[config.mk]
export PLATFORM = sky130hd
export DESIGN_NAME = stable_priority_task_queue_unit
export DESIGN_NICKNAME = d
export VERILOG_FILES = /design/src/rtl/sptq_pkg.sv /design/src/rtl/stable_priority_task_queue_unit.sv /design/src/rtl/sptq_ram.sv
export SDC_FILE = /design/constraint.sdc
export NUM_CORES = 1
export LEC_CHECK = 0
export BUFFER_PORTS_ARGS = -buffer_cell sky130_fd_sc_hd__buf_2
export CAP_MARGIN = 20
export CORE_UTILIZATION = 58
export CTS_BUF_LIST = sky130_fd_sc_hd__clkbuf_4
export CTS_CLUSTER_SIZE = 8
export DETAILED_ROUTE_END_ITERATION = 12
export HOLD_SLACK_MARGIN = 0.02
export PLACE_DENSITY_LB_ADDON = 0.1
export REMOVE_ABC_BUFFERS = 1
export SLEW_MARGIN = 30
export SYNTH_ARGS = -nofsm -noshare
export SYNTH_HDL_FRONTEND = slang
export SYNTH_SLANG_ARGS = --single-unit
[constraint.sdc]
create_clock -name i_clk -period 5.1 [get_ports i_clk]
set_clock_uncertainty 0.05 [all_clocks]
set_input_delay 0.51 -clock i_clk [delete_from_list [all_inputs] [get_ports i_clk]]
set_output_delay 0.51 -clock i_clk [all_outputs]
set_load 0.05 [all_outputs]
[src/rtl/sptq_pkg.sv]
// Package for the stable priority task queue: sizes, entry type and codes.
// No dependencies; the top level and the checker use it by scoped names.
`default_nettype none
package sptq_pkg;
    localparam int DEPTH  = 16;
    localparam int ADDR_W = $clog2(DEPTH);
    localparam int CNT_W  = $clog2(DEPTH + 1);

    typedef struct packed {
        logic [7:0]  tag;
        logic [7:0]  pri;
        logic [15:0] time_ms;
    } t_entry;

    localparam int ENTRY_W = $bits(t_entry);
    localparam int KEY_W   = 16 + ADDR_W;

    localparam logic [1:0] REQ_ADD  = 2'd0;
    localparam logic [1:0] REQ_LIST = 2'd1;
    localparam logic [1:0] REQ_EXEC = 2'd2;

    localparam logic [1:0] ST_ENTRY = 2'd0;
    localparam logic [1:0] ST_OK    = 2'd1;
    localparam logic [1:0] ST_FULL  = 2'd2;
    localparam logic [1:0] ST_EMPTY = 2'd3;
endpackage
`default_nettype wire

[src/rtl/stable_priority_task_queue_unit.sv]
// Top level of the stable priority task queue: sequencer around one task RAM.
// Depends on sptq_pkg and sptq_ram.
//
// Channel   Direction  Handshake                  Payload
// request   in         start & !busy              i_req_type, i_task_tag,
//                                                 i_task_priority, i_run_time_ms
// result    out        o_valid (one-cycle strobe) o_out_tag, o_out_priority,
//                                                 o_out_time_ms, o_status, o_last
//
// Add: into an empty store the task goes straight to the write state. Otherwise the walk
//   compares each stored task of lower priority (each shifts up one slot through the RAM
//   read port), then the entry that stops the walk unless the walk reaches slot 0, then
//   writes the new task. A full store is answered from idle.
// List: reads the tasks in slot order, one RAM read a cycle.
// Execute: n selection passes for n tasks, since the single RAM read port scans
//   every entry once per emitted task.
// Synchronous active-low reset empties the queue; RAM contents need no clear.
// The receiver cannot stall; busy holds off new requests until the last result.
`default_nettype none
module stable_priority_task_queue_unit (
    input  wire logic        i_clk,
    input  wire logic        i_rst_n,
    input  wire logic        start,
    output logic             busy,
    input  wire logic [1:0]  i_req_type,
    input  wire logic [7:0]  i_task_tag,
    input  wire logic [7:0]  i_task_priority,
    input  wire logic [15:0] i_run_time_ms,
    output logic             o_valid,
    output logic [7:0]       o_out_tag,
    output logic [7:0]       o_out_priority,
    output logic [15:0]      o_out_time_ms,
    output logic [1:0]       o_status,
    output logic             o_last
);
    typedef enum logic [2:0] {S_IDLE, S_ADD_CMP, S_ADD_PUT, S_LIST, S_SCAN, S_EMIT} t_state;

    t_state                        r_state;
    logic [sptq_pkg::CNT_W-1:0]    r_count;
    logic [sptq_pkg::ADDR_W-1:0]   r_idx;      // add slot or address whose data arrives
    logic [sptq_pkg::CNT_W-1:0]    r_emitted;
    sptq_pkg::t_entry              r_new;
    sptq_pkg::t_entry              r_best;
    logic [sptq_pkg::KEY_W-1:0]    r_best_key;
    logic                          r_best_ok;
    logic [sptq_pkg::KEY_W-1:0]    r_last_key;
    logic                          r_have_last;

    logic                          rd_en;
    logic [sptq_pkg::ADDR_W-1:0]   rd_addr;
    logic                          wr_en;
    logic [sptq_pkg::ADDR_W-1:0]   wr_addr;
    sptq_pkg::t_entry              wr_data;
    sptq_pkg::t_entry              rd_data;
    logic [sptq_pkg::ENTRY_W-1:0]  rd_raw;

    logic                          accept;
    logic [sptq_pkg::ADDR_W-1:0]   cnt_m1;
    logic                          at_end;
    logic [sptq_pkg::KEY_W-1:0]    key;
    logic                          cand;
    logic                          shift;
    logic                          n_valid;

    assign busy    = (r_state != S_IDLE);
    assign accept  = start && !busy;
    assign rd_data = sptq_pkg::t_entry'(rd_raw);
    assign cnt_m1  = sptq_pkg::ADDR_W'(r_count - 1'b1);
    assign at_end  = (r_idx == cnt_m1);
    assign key     = {rd_data.time_ms, r_idx};
    assign cand    = (!r_have_last || key > r_last_key) && (!r_best_ok || key < r_best_key);
    assign shift   = rd_data.pri < r_new.pri;

    sptq_ram #(
        .WIDTH (sptq_pkg::ENTRY_W),
        .DEPTH (sptq_pkg::DEPTH)
    ) u_ram (
        .i_clk     (i_clk),
        .i_wr_en   (wr_en),
        .i_wr_addr (wr_addr),
        .i_wr_data (wr_data),
        .i_rd_en   (rd_en),
        .i_rd_addr (rd_addr),
        .o_rd_data (rd_raw)
    );

    // RAM port control
    always_comb begin
        rd_en   = 1'b0;
        rd_addr = '0;
        wr_en   = 1'b0;
        wr_addr = r_idx;
        wr_data = r_new;
        unique case (r_state)
            S_IDLE: begin
                rd_en = accept;
                if (i_req_type == sptq_pkg::REQ_ADD) begin
                    rd_addr = cnt_m1;
                end
            end
            S_ADD_CMP: begin
                // move the lower-priority entry up one slot, fetch the next one down
                if (shift) begin
                    wr_en   = 1'b1;
                    wr_data = rd_data;
                    rd_en   = (r_idx != 1);
                    rd_addr = r_idx - 2'd2;
                end
            end
            S_ADD_PUT: begin
                wr_en = 1'b1;
            end
            S_LIST, S_SCAN: begin
                rd_en   = !at_end;
                rd_addr = r_idx + 1'b1;
            end
            S_EMIT: begin
                rd_en = 1'b1;
            end
            default: ;
        endcase
    end

    // Result strobe: immediate status answers from idle, or a result state
    always_comb begin
        n_valid = 1'b0;
        unique case (r_state)
            S_IDLE: begin
                if (accept) begin
                    if (i_req_type == sptq_pkg::REQ_ADD) begin
                        n_valid = (r_count == sptq_pkg::CNT_W'(sptq_pkg::DEPTH));
                    end else if (i_req_type == sptq_pkg::REQ_LIST ||
                                 i_req_type == sptq_pkg::REQ_EXEC) begin
                        n_valid = (r_count == 0);
                    end
                end
            end
            S_ADD_PUT, S_LIST, S_EMIT: begin
                n_valid = 1'b1;
            end
            default: ;
        endcase
    end

    always_ff @(posedge i_clk) begin
        if (!i_rst_n) begin
            r_state <= S_IDLE;
            r_count <= '0;
            o_valid <= 1'b0;
        end else begin
            o_valid <= n_valid;
            unique case (r_state)
                S_IDLE: begin
                    if (accept) begin
                        r_new          <= '{tag: i_task_tag, pri: i_task_priority,
                                            time_ms: i_run_time_ms};
                        r_idx          <= '0;
                        r_best_ok      <= 1'b0;
                        r_have_last    <= 1'b0;
                        r_emitted      <= '0;
                        o_out_tag      <= '0;
                        o_out_priority <= '0;
                        o_out_time_ms  <= '0;
                        o_last         <= 1'b1;
                        priority case (i_req_type)
                            sptq_pkg::REQ_ADD: begin
                                if (r_count == sptq_pkg::CNT_W'(sptq_pkg::DEPTH)) begin
                                    o_status <= sptq_pkg::ST_FULL;
                                end else begin
                                    r_idx   <= sptq_pkg::ADDR_W'(r_count);
                                    r_state <= (r_count == 0) ? S_ADD_PUT : S_ADD_CMP;
                                end
                            end
                            sptq_pkg::REQ_LIST, sptq_pkg::REQ_EXEC: begin
                                if (r_count == 0) begin
                                    o_status <= sptq_pkg::ST_EMPTY;
                                end else begin
                                    r_state <= (i_req_type == sptq_pkg::REQ_LIST)
                                               ? S_LIST : S_SCAN;
                                end
                            end
                            default: ;  // unused code: drop
                        endcase
                    end
                end
                S_ADD_CMP: begin
                    if (shift) begin
                        r_idx <= r_idx - 1'b1;
                        if (r_idx == 1) begin
                            r_state <= S_ADD_PUT;
                        end
                    end else begin
                        r_state <= S_ADD_PUT;
                    end
                end
                S_ADD_PUT: begin
                    r_count        <= r_count + 1'b1;
                    o_status       <= sptq_pkg::ST_OK;
                    o_last         <= 1'b1;
                    o_out_tag      <= '0;
                    o_out_priority <= '0;
                    o_out_time_ms  <= '0;
                    r_state        <= S_IDLE;
                end
                S_LIST: begin
                    o_status       <= sptq_pkg::ST_ENTRY;
                    o_last         <= at_end;
                    o_out_tag      <= rd_data.tag;
                    o_out_priority <= rd_data.pri;
                    o_out_time_ms  <= rd_data.time_ms;
                    r_idx          <= r_idx + 1'b1;
                    if (at_end) begin
                        r_state <= S_IDLE;
                    end
                end
                S_SCAN: begin
                    // keep the smallest (time, slot) above the last one emitted
                    if (cand) begin
                        r_best     <= rd_data;
                        r_best_key <= key;
                        r_best_ok  <= 1'b1;
                    end
                    r_idx <= r_idx + 1'b1;
                    if (at_end) begin
                        r_state <= S_EMIT;
                    end
                end
                S_EMIT: begin
                    o_status       <= sptq_pkg::ST_ENTRY;
                    o_last         <= (r_emitted + 1'b1 == r_count);
                    o_out_tag      <= r_best.tag;
                    o_out_priority <= r_best.pri;
                    o_out_time_ms  <= r_best.time_ms;
                    r_emitted      <= r_emitted + 1'b1;
                    r_last_key     <= r_best_key;
                    r_have_last    <= 1'b1;
                    r_best_ok      <= 1'b0;
                    r_idx          <= '0;
                    r_state        <= (r_emitted + 1'b1 == r_count) ? S_IDLE : S_SCAN;
                end
                default: r_state <= S_IDLE;
            endcase
        end
    end
endmodule
`default_nettype wire

[src/rtl/sptq_ram.sv]
// Generic single-port-write, single-port-read RAM with registered read data.
// No dependencies.
`default_nettype none
module sptq_ram #(
    parameter int WIDTH = 32,
    parameter int DEPTH = 16
) (
    input  wire logic                     i_clk,
    input  wire logic                     i_wr_en,
    input  wire logic [$clog2(DEPTH)-1:0] i_wr_addr,
    input  wire logic [WIDTH-1:0]         i_wr_data,
    input  wire logic                     i_rd_en,
    input  wire logic [$clog2(DEPTH)-1:0] i_rd_addr,
    output logic      [WIDTH-1:0]         o_rd_data
);
    logic [WIDTH-1:0] r_mem [DEPTH];

    always_ff @(posedge i_clk) begin
        if (i_wr_en) begin
            r_mem[i_wr_addr] <= i_wr_data;
        end
        if (i_rd_en) begin
            o_rd_data <= r_mem[i_rd_addr];
        end
    end
endmodule
`default_nettype wire

Yosys cells after proc, flatten, opt, wreduce, memory -nomap -nowiden
Memories as Yosys holds them, arrays and structs flattened. A register that Yosys moved wholly into a read port is not among the register bits.
Index checks and enable logic that the tools add are counted.

word-level totals
  RAM bits = 512
  memories kept = 1
  flip-flop bits (word level) = 159
  input bits = 37

operators by class
  $lt $le $gt $ge = 3
  multiplexer cells = 50
  equal/unequal tests = 23
  $add $sub $neg = 6
  reductions and logical operators = 31

memory list
  memory       depth  width  read ports  clocked after memory_dff  write ports  RTL line        RTL
  u_ram.r_mem  16     32     1           1                         1            sptq_ram.sv:16  logic [WIDTH-1:0] r_mem [DEPTH];

operators with widths
  operator               number
  $mux W32               2
  $pmux W16 S4           1
  $pmux W8 S4            2
  $mux W3                9
  $mux W4                6
  $gt A20 B20 Y1         1
  $lt A20 B20 Y1         1
  $mux W16               1
  $pmux W4 S4            1
  $ne A3 B3 Y1 const B   5
  $pmux W3 S5            1
  $pmux W4 S3            1
  $reduce_and A3 Y1      4
  $add A5 B1 Y5 const B  2
  $mux W1                10
  $ne A2 B2 Y1 const B   5
  $pmux W5 S2            1
  $reduce_bool A3 Y1     3
  $lt A8 B8 Y1           1
  $mux W2                4
  $mux W8                1
  $pmux W1 S4            2
  $reduce_and A4 Y1      2
  $reduce_bool A4 Y1     2
  other kinds (32)       45

Longest topological paths before layout
Gate-level depths: netlist of run 1.

  depth after elaboration = 6
  mapped depth = 12
  mapped depth without buffers = 9

Cells and area by module
A second synthesis of run 1 with hierarchy kept.

unflattened totals
  cells, all modules = 1424
  area, all modules = 27417.5 um^2

modules (own cells, without submodules)
  module                           instances  sequential area each (um^2)  area an instance (um^2)  cells each
  sptq_ram                         1          16335.7                      20174.3                  838
  stable_priority_task_queue_unit  1          4204.0                       7243.2                   586

Least setup slack after synthesis of run 1
No wires, ideal clock.

  path kind = reg-to-reg
  start = register u_ram.o_rd_data[23] (read register of u_ram.r_mem)
  end = memory u_ram.r_mem[0][0], enable pin
  path buffers = 0
  clock period less this slack = 5.319 ns
  required time = 4.548 ns
  stages on the path, launching flop included = 7
  arrival = 4.768 ns
  library setup time = 0.502 ns
  setup slack = -0.219 ns
  cell sequence = edfxtp_1 > ha_1 > and3_1 > and3_1 > a211oi_4 > nor2_1 > nor4_1

between the ends
  cells in the longest elaborated chain, start to end = 5

ends and longest elaborated chain
  what                           RTL line                                RTL
  from (decl)                    sptq_ram.sv:14                          output logic [WIDTH-1:0] o_rd_data
  $lt A8 B8 Y1                   stable_priority_task_queue_unit.sv:72   assign shift = rd_data.pri < r_new.pri;
  $mux W1                        stable_priority_task_queue_unit.sv:103  if (shift) begin
  $pmux W1 S2                    stable_priority_task_queue_unit.sv:94   unique case (r_state)
  $mux W1                        sptq_ram.sv:19                          if (i_wr_en) begin
  $mux W1 (not written as such)  sptq_ram.sv:20                          r_mem[i_wr_addr] <= i_wr_data;
  to (decl)                      sptq_ram.sv:16

Every way passes these cells.

Worst setup path in the final report of run 1
  start = register u_ram.o_rd_data[23] (read register of u_ram.r_mem)
  end = memory u_ram.r_mem[8][29], enable pin

Same word-level chain as after synthesis.

==> results of run 1 <==
[registers in the layout (all words and copies together) (netlist names), 2 cells and up]
signal,count
o_out_priority,8
o_out_tag,8
o_out_time_ms,16
o_status,2
r_best,32
r_best_key,4
r_count,5
r_emitted,5
r_idx,4
r_last_key,20
r_new,32
r_state,3
u_ram.o_rd_data,32
u_ram.r_mem,512
[power groups by stage]
stage                     clock network [mW]  logic (mW)  registers [mW]
after global placement                     0        3.52            7.22
after floorplan                            0        2.29            7.20
final                                   4.77        3.65            7.12
after CTS                               4.87        3.63            7.12
after global routing                    5.16        3.93            7.15
after detailed placement                   0        3.59            7.23
[cell families after synthesis]
group / share of synthesized area (%)
flip-flops: 70.4
multiplexers: 0.966
AND/OR/NAND/NOR: 9.89
XOR/XNOR: 0.708
adder cells (fa/ha/maj): 2.62
AO/OA/AOI/OAI: 12.2
buffers and inverters: 3.17
[per-stage QoR]
stage | std cells | hold WS, ns | utilization (%) | instance area [um2] | setup TNS, ns
3_5_place_dp | 2739 | 0.385 | 61.9 | 30500 | 0
4_1_cts | 3075 | 0.0231 | 67.2 | 33100 | 0
5_1_grt | 3077 | 0.0909 | 67.2 | 33100 | 0
2_1_floorplan | 1943 | 0.376 | - | 28500 | -377.16
3_3_place_gp | 2739 | 0.380 | 61.9 | 30500 | 0
6_report | 3077 | 0.164 | 67.2 | 33100 | 0
[area by class of cell]
class                           instances  area, um2
Antenna cell                            2       5.00
Clock buffer                          255       1910
Clock inverter                         46        359
Fill cell                            3575      16100
Inverter                               65        244
Multi-Input combinational cell       1191       7890
Sequential cell                       687      20500
Tap cell                              664        831
Timing Repair Buffer                  167       1340
[timing repair]
| item | in CTS | in global routing |
|---|---|---|
| hold buffers | 35 | 0 |
| endpoints found under the setup margin | 0 | 0 |
| buffers inserted | 0 | 0 |
| hold endpoints to repair | 43 | 0 |
[cells in the mapped netlist, types with 4 or more instances]
library cell  instances
buf_2                44
buf_6                 4
a211o_1              65
o21ai_1              29
nor2b_1               6
nand3_1             266
buf_1                13
a31o_1               11
nor3_1               14
a31o_2               21
a21oi_1             120
or3_1                 4
and3_1              101
o21a_1                4
nor2_1               35
xnor2_1               7
mux2_2               25
xor2_1               14
a2111oi_2            32
ha_1                 61
inv_1                64
a22o_1               17
nand2b_1              4
clkbuf_1             94
nor4_1                4
a211oi_1             36
o211ai_1              4
and2_1                8
a21o_1                6
o21ai_0             139
nand4_1               7
edfxtp_1            678
dfxtp_1               9
nand2_1             116
[per-layer routing]
metal	vias to the layer above	wire [um]	global-route usage, %
met1	9708	31500	41.8
li1	8619	-	-
met2	1030	36900	48.5
met5	-	0	0
met4	0	2200	14.4
met3	145	6570	6.49
[worst reg2reg max path, stage by stage (launching register included)]
cell and delay, ns:
edfxtp_1 0.43, ha_1 0.37, a21oi_1 0.24, o211ai_1 0.29, a211oi_4 0.73, nor2_1 0.30
nor3b_1 0.45, and2_2 0.62, buf_12 0.27
[worst paths after layout]
path / endpoint / depth (start not counted) / slack [ns]
worst max-delay path: u_ram.r_mem[8][29] / 8 / 1.05
worst min-delay path: r_new[7] / 2 / 0.16
worst max register to register: u_ram.r_mem[8][29] / 8 / 1.05
worst min register to register: r_last_key[3] / 0 / 0.39
[placed cells by master, fill, tap and decap left out, types with 32 or more instances in the layout]
master / Yosys / layout
nand2_1: 116 / 113
buf_2: 44 / 73
nand3_1: 266 / 266
and3_1: 101 / 100
ha_1: 61 / 61
a211o_1: 65 / 65
dlygate4sd3_1: 0 / 35
a21oi_1: 120 / 120
edfxtp_1: 678 / 678
o21ai_0: 139 / 138
buf_4: 1 / 44
clkbuf_4: 0 / 255
a2111oi_2: 32 / 32
a211oi_1: 36 / 36
inv_1: 64 / 64
==> metrics, run 1 <==
Leak=11.8 nW; area of the die=51200 um2; Final setup viols=0; clk root buf=clkbuf_4; Max Cap Viol=0; core region area=49300 um2; max-slew violation count=0; CP cell instances=ha_1 -> a21oi_1 -> o211ai_1 -> a211oi_4 -> nor2_1 -> nor3b_1 -> and2_2 -> buf_12; Startpoint Class=flip-flop; status=complete, no violations; htree depth=4; die span in y=226 um; PostCTS Resize Cnt=0; largest net degree at the start of global routing=129; CP startpoint=u_ram.o_rd_data[23]; Synth Flop Type=edfxtp_1; DR pass1 iterations=5; crit end category=flip-flop; worst slew pin tran=0.924 ns; first-pass GRT wire length=115000 um; crit path time final=4.05 ns; CP max FO=18; Final nets=2383; slowest stage delay, CP=0.73 ns; Layout area overhead=13.6%; CP bufs+invs=1; Synth async-reset ratio=0%; DRC viols=0; drt initial violations=2129; largest area contributor in the netlist=edfxtp_1; combinational power share=23.5%; clock share of power=30.7%; EDFF count, synth=678; # clock sinks=687; mean post-synth cell area=13.9 um2; fraction of layout cells with a size suffix above 1=21.7%; Cells after Synth=2100; Routed Antenna Nets=0; Setup WS post-layout=1.05 ns; input/output buffers=73; Tot Pwr=15.5 mW; grt total ovfl=0; slowest stage cell, crit path=a211oi_4; Net Switching=4.95 mW; synth unique cells=62; Critical R2R Launch=u_ram.o_rd_data[23]; DR vias=19502; Peak VDD IR=0.338 mV; worst endpoint required time=5.71 ns; FP Rows=81; vias in the first global route=18809; pre-CTS setup slack=0.925 ns; Rel. slew slack=37.9%; Int Power=10.6 mW; Initial Util=59.2%; Routed WL=77200 um; Synth Cell Area=29200 um2; Hold Crit Start=i_run_time_ms[7]; CTS max path bufs=3; RSZ-0062 raised after global routing=false; sequential power share=45.8%; Yosys reg bits=687; clock transition at the registers of the reported paths=0.07 ns; Vias per Instance=6.34; crit path DAT=4.66 ns; IO Count=74; largest cells by area after synthesis=edfxtp_1 70%, nand3_1 4.6%, ha_1 2.6%; critical path type=reg2reg; die width=226 um; power per cell area=469 nW/um2; Hold Path Class=in2reg; Fin. Hold Viols=0; total global-route track usage=31.0%; Synth Warn #=0; Switching Share=31.9%; sequential share of the synthesized area=70.4%; initial antenna violation count=2; HPWL Detailed=40900 um; routed length per instance=25.1 um; largest delay contributor family on the critical path=simple AND/OR/NAND/NOR gates; Final GP Congestion=0.811; CTS Buf Count=173; final worst-path cycle share=79.5%; fmax=247 MHz; Clk Latency, worst-skew pair=1.00 ns; top-area cell type share of the netlist area=69.8%; CTS tree=done
Note: power is estimated with default switching activity, not from simulation.
==> run 2: changes to the inputs <==
- CORE_UTILIZATION: 58 -> 60
- clock period: 5.1 -> 3.8 ns (I/O delays scaled with it)
==> metrics, run 2 (same netlist as run 1, synthesis figures left out) <==
status=complete, no violations (unchanged); final hold slack=0.386 ns (was 0.164 ns); power per cell area=612 nW/um2 (was 469 nW/um2); Clk Latency, worst-skew pair=1.02 ns (was 1.00 ns); DR pass1 iterations=6 (was 5); Biggest register=u_ram.r_mem (unchanged); CP cell instances=ha_1 -> and3_1 -> and3_1 -> a2111oi_4 -> buf_12 -> o21ai_0 -> nand3_1 -> a21oi_1 -> a2111oi_2 (was ha_1 -> a21oi_1 -> o211ai_1 -> a211oi_4 -> nor2_1 -> nor3b_1 -> and2_2 -> buf_12); Final nets=2429 (was 2383); crit path time final=3.63 ns (was 4.05 ns); crit path DAT=4.30 ns (was 4.66 ns); CP max FO=64 (was 18); Fin. Hold Viols=0 (unchanged); Peak VDD IR=0.400 mV (was 0.338 mV); grt total ovfl=0 (unchanged); CTS max path bufs=3 (unchanged); max-slew violation count=0 (unchanged); FP Rows=80 (was 81); HPWL Detailed=38800 um (was 40900 um); total global-route track usage=31.4% (was 31.0%); Final setup viols=0 (unchanged); die span in y=222 um (was 226 um); fmax=276 MHz (was 247 MHz); Rel. slew slack=36.3% (was 37.9%); CP bufs+invs=1 (unchanged); clock transition at the registers of the reported paths=0.06 ns (was 0.07 ns); IO Count=74 (unchanged); input/output buffers=73 (unchanged); crit end category=flip-flop (unchanged); # clock sinks=687 (unchanged); htree depth=4 (unchanged); slowest stage delay, CP=0.63 ns (was 0.73 ns); Setup WS post-layout=0.172 ns (was 1.05 ns); die width=222 um (was 226 um); critical path type=reg2reg (unchanged); pre-CTS setup slack=0.265 ns (was 0.925 ns); RSZ-0062 raised after global routing=false (unchanged); commonest non-fill, non-tap cells in the layout=678 x edfxtp_1, 266 x nand3_1, 239 x clkbuf_4, 139 x o21ai_0, 120 x a21oi_1 (was 678 x edfxtp_1, 266 x nand3_1, 255 x clkbuf_4, 138 x o21ai_0, 120 x a21oi_1); largest net degree at the start of global routing=129 (unchanged); Final GP Congestion=0.886 (was 0.811); first-pass GRT wire length=115000 um (about the same); WHS Path Cells=5 (was 2); most frequent CP cell=and3_1; largest delay contributor family on the critical path=compound AO/OA/AOI/OAI gates (was simple AND/OR/NAND/NOR gates); Hold Path Class=in2reg (unchanged); worst reg-to-reg path cell count=9 (was 8); Initial Util=60.9% (was 59.2%); core region area=47800 um2 (was 49300 um2); CTS tree=done (unchanged); Startpoint Class=flip-flop (unchanged); Routed WL=76400 um (was 77200 um); Layout area overhead=15.1% (was 13.6%); slowest stage cell, crit path=a2111oi_4 (was a211oi_4); most common library cell in the layout ignoring fill and taps=edfxtp_1 (unchanged); initial antenna violation count=2 (unchanged); fraction of layout cells with a size suffix above 1=21.3% (was 21.7%); worst endpoint required time=4.47 ns (was 5.71 ns); vias in the first global route=19333 (was 18809); routed length per instance=25.0 um (was 25.1 um); DR vias=19535 (was 19502); max FFs per register=512 (unchanged); CTS Buf Count=170 (was 173); DRC viols=0 (unchanged); clk root buf=clkbuf_4 (unchanged); Vias per Instance=6.39 (was 6.34); worst slew pin tran=0.951 ns (was 0.924 ns); drt initial violations=2036 (was 2129); Max Cap Viol=0 (unchanged); final worst-path cycle share=95.5% (was 79.5%); area of the die=49500 um2 (was 51200 um2); Critical Path Stages=9 (was 8); Routed Antenna Nets=0 (unchanged); Leak=12.0 nW (was 11.8 nW)
==> run 2: stage by stage <==
stage               instance area [um2]  std cells  power [mW]  TNS (ns)  utilization, %
CTS                               33500       3053        20.6         0            70.1
global route                      33500       3058        21.4         0            70.1
global placement                  30800       2704        14.4         0            64.3
floorplan                         28500       1943        12.7   -916.50               -
finish                            33500       3058        20.5         0            70.1
detailed placement                30800       2704        14.6         0            64.3
==> run 2: power by group <==
part / internal, mW / switching (mW) / total (mW) / leakage (nW)
logic: 1.76 / 3.26 / 5.02 / 4.59
clock network: 3.14 / 2.84 / 5.98 / 1.23
registers: 9.12 / 0.397 / 9.52 / 6.22
total: 14.0 / 6.50 / 20.5 / 12.0
==> run 2: area by class of cell <==
type / instances / area (um2)
flip-flops and latches: 687 / 20500
fillers: 3345 / 14300
multi-input cells: 1191 / 7890
repair buffers: 216 / 2030
clock buffers: 239 / 1790
well taps: 615 / 769
clock inverters: 40 / 272
inverters: 65 / 244
diodes: 5 / 12.5
==> run 2: worst register-to-register path, cell delays in order (launching register included) <==
cell and delay, ns:
edfxtp_1 0.45, ha_1 0.38, and3_1 0.23, and3_1 0.28, a2111oi_4 0.63, buf_12 0.39, o21ai_0 0.17, nand3_1 0.13
a21oi_1 0.09, a2111oi_2 0.53
==> run 2: path summary, 6_finish.rpt <==
check,startpoint,end,slack (ns)
max,u_ram.o_rd_data[23],u_ram.o_rd_data[21],0.17
min,start,o_valid,0.39
max reg2reg,u_ram.o_rd_data[23],u_ram.o_rd_data[21],0.17
min reg2reg,r_best[11],r_last_key[15],0.40
==> run 2: what timing repair did <==
item / 4_1_cts / 5_1_grt
setup endpoints to repair: 0 / 1
gates resized for setup: 0 / 0
endpoints found under the hold margin: 85 / 0
hold buffers: 70 / 0
setup buffers: 0 / 0
==> run 2: layer usage <==
metal / track usage, % / vias up / wire length, um
li1: - / 8687 / -
met1: 41.3 / 9693 / 30900
met2: 50.8 / 1001 / 37100
met3: 7.21 / 154 / 6170
met4: 13.0 / 0 / 2190
met5: 0 / - / 0
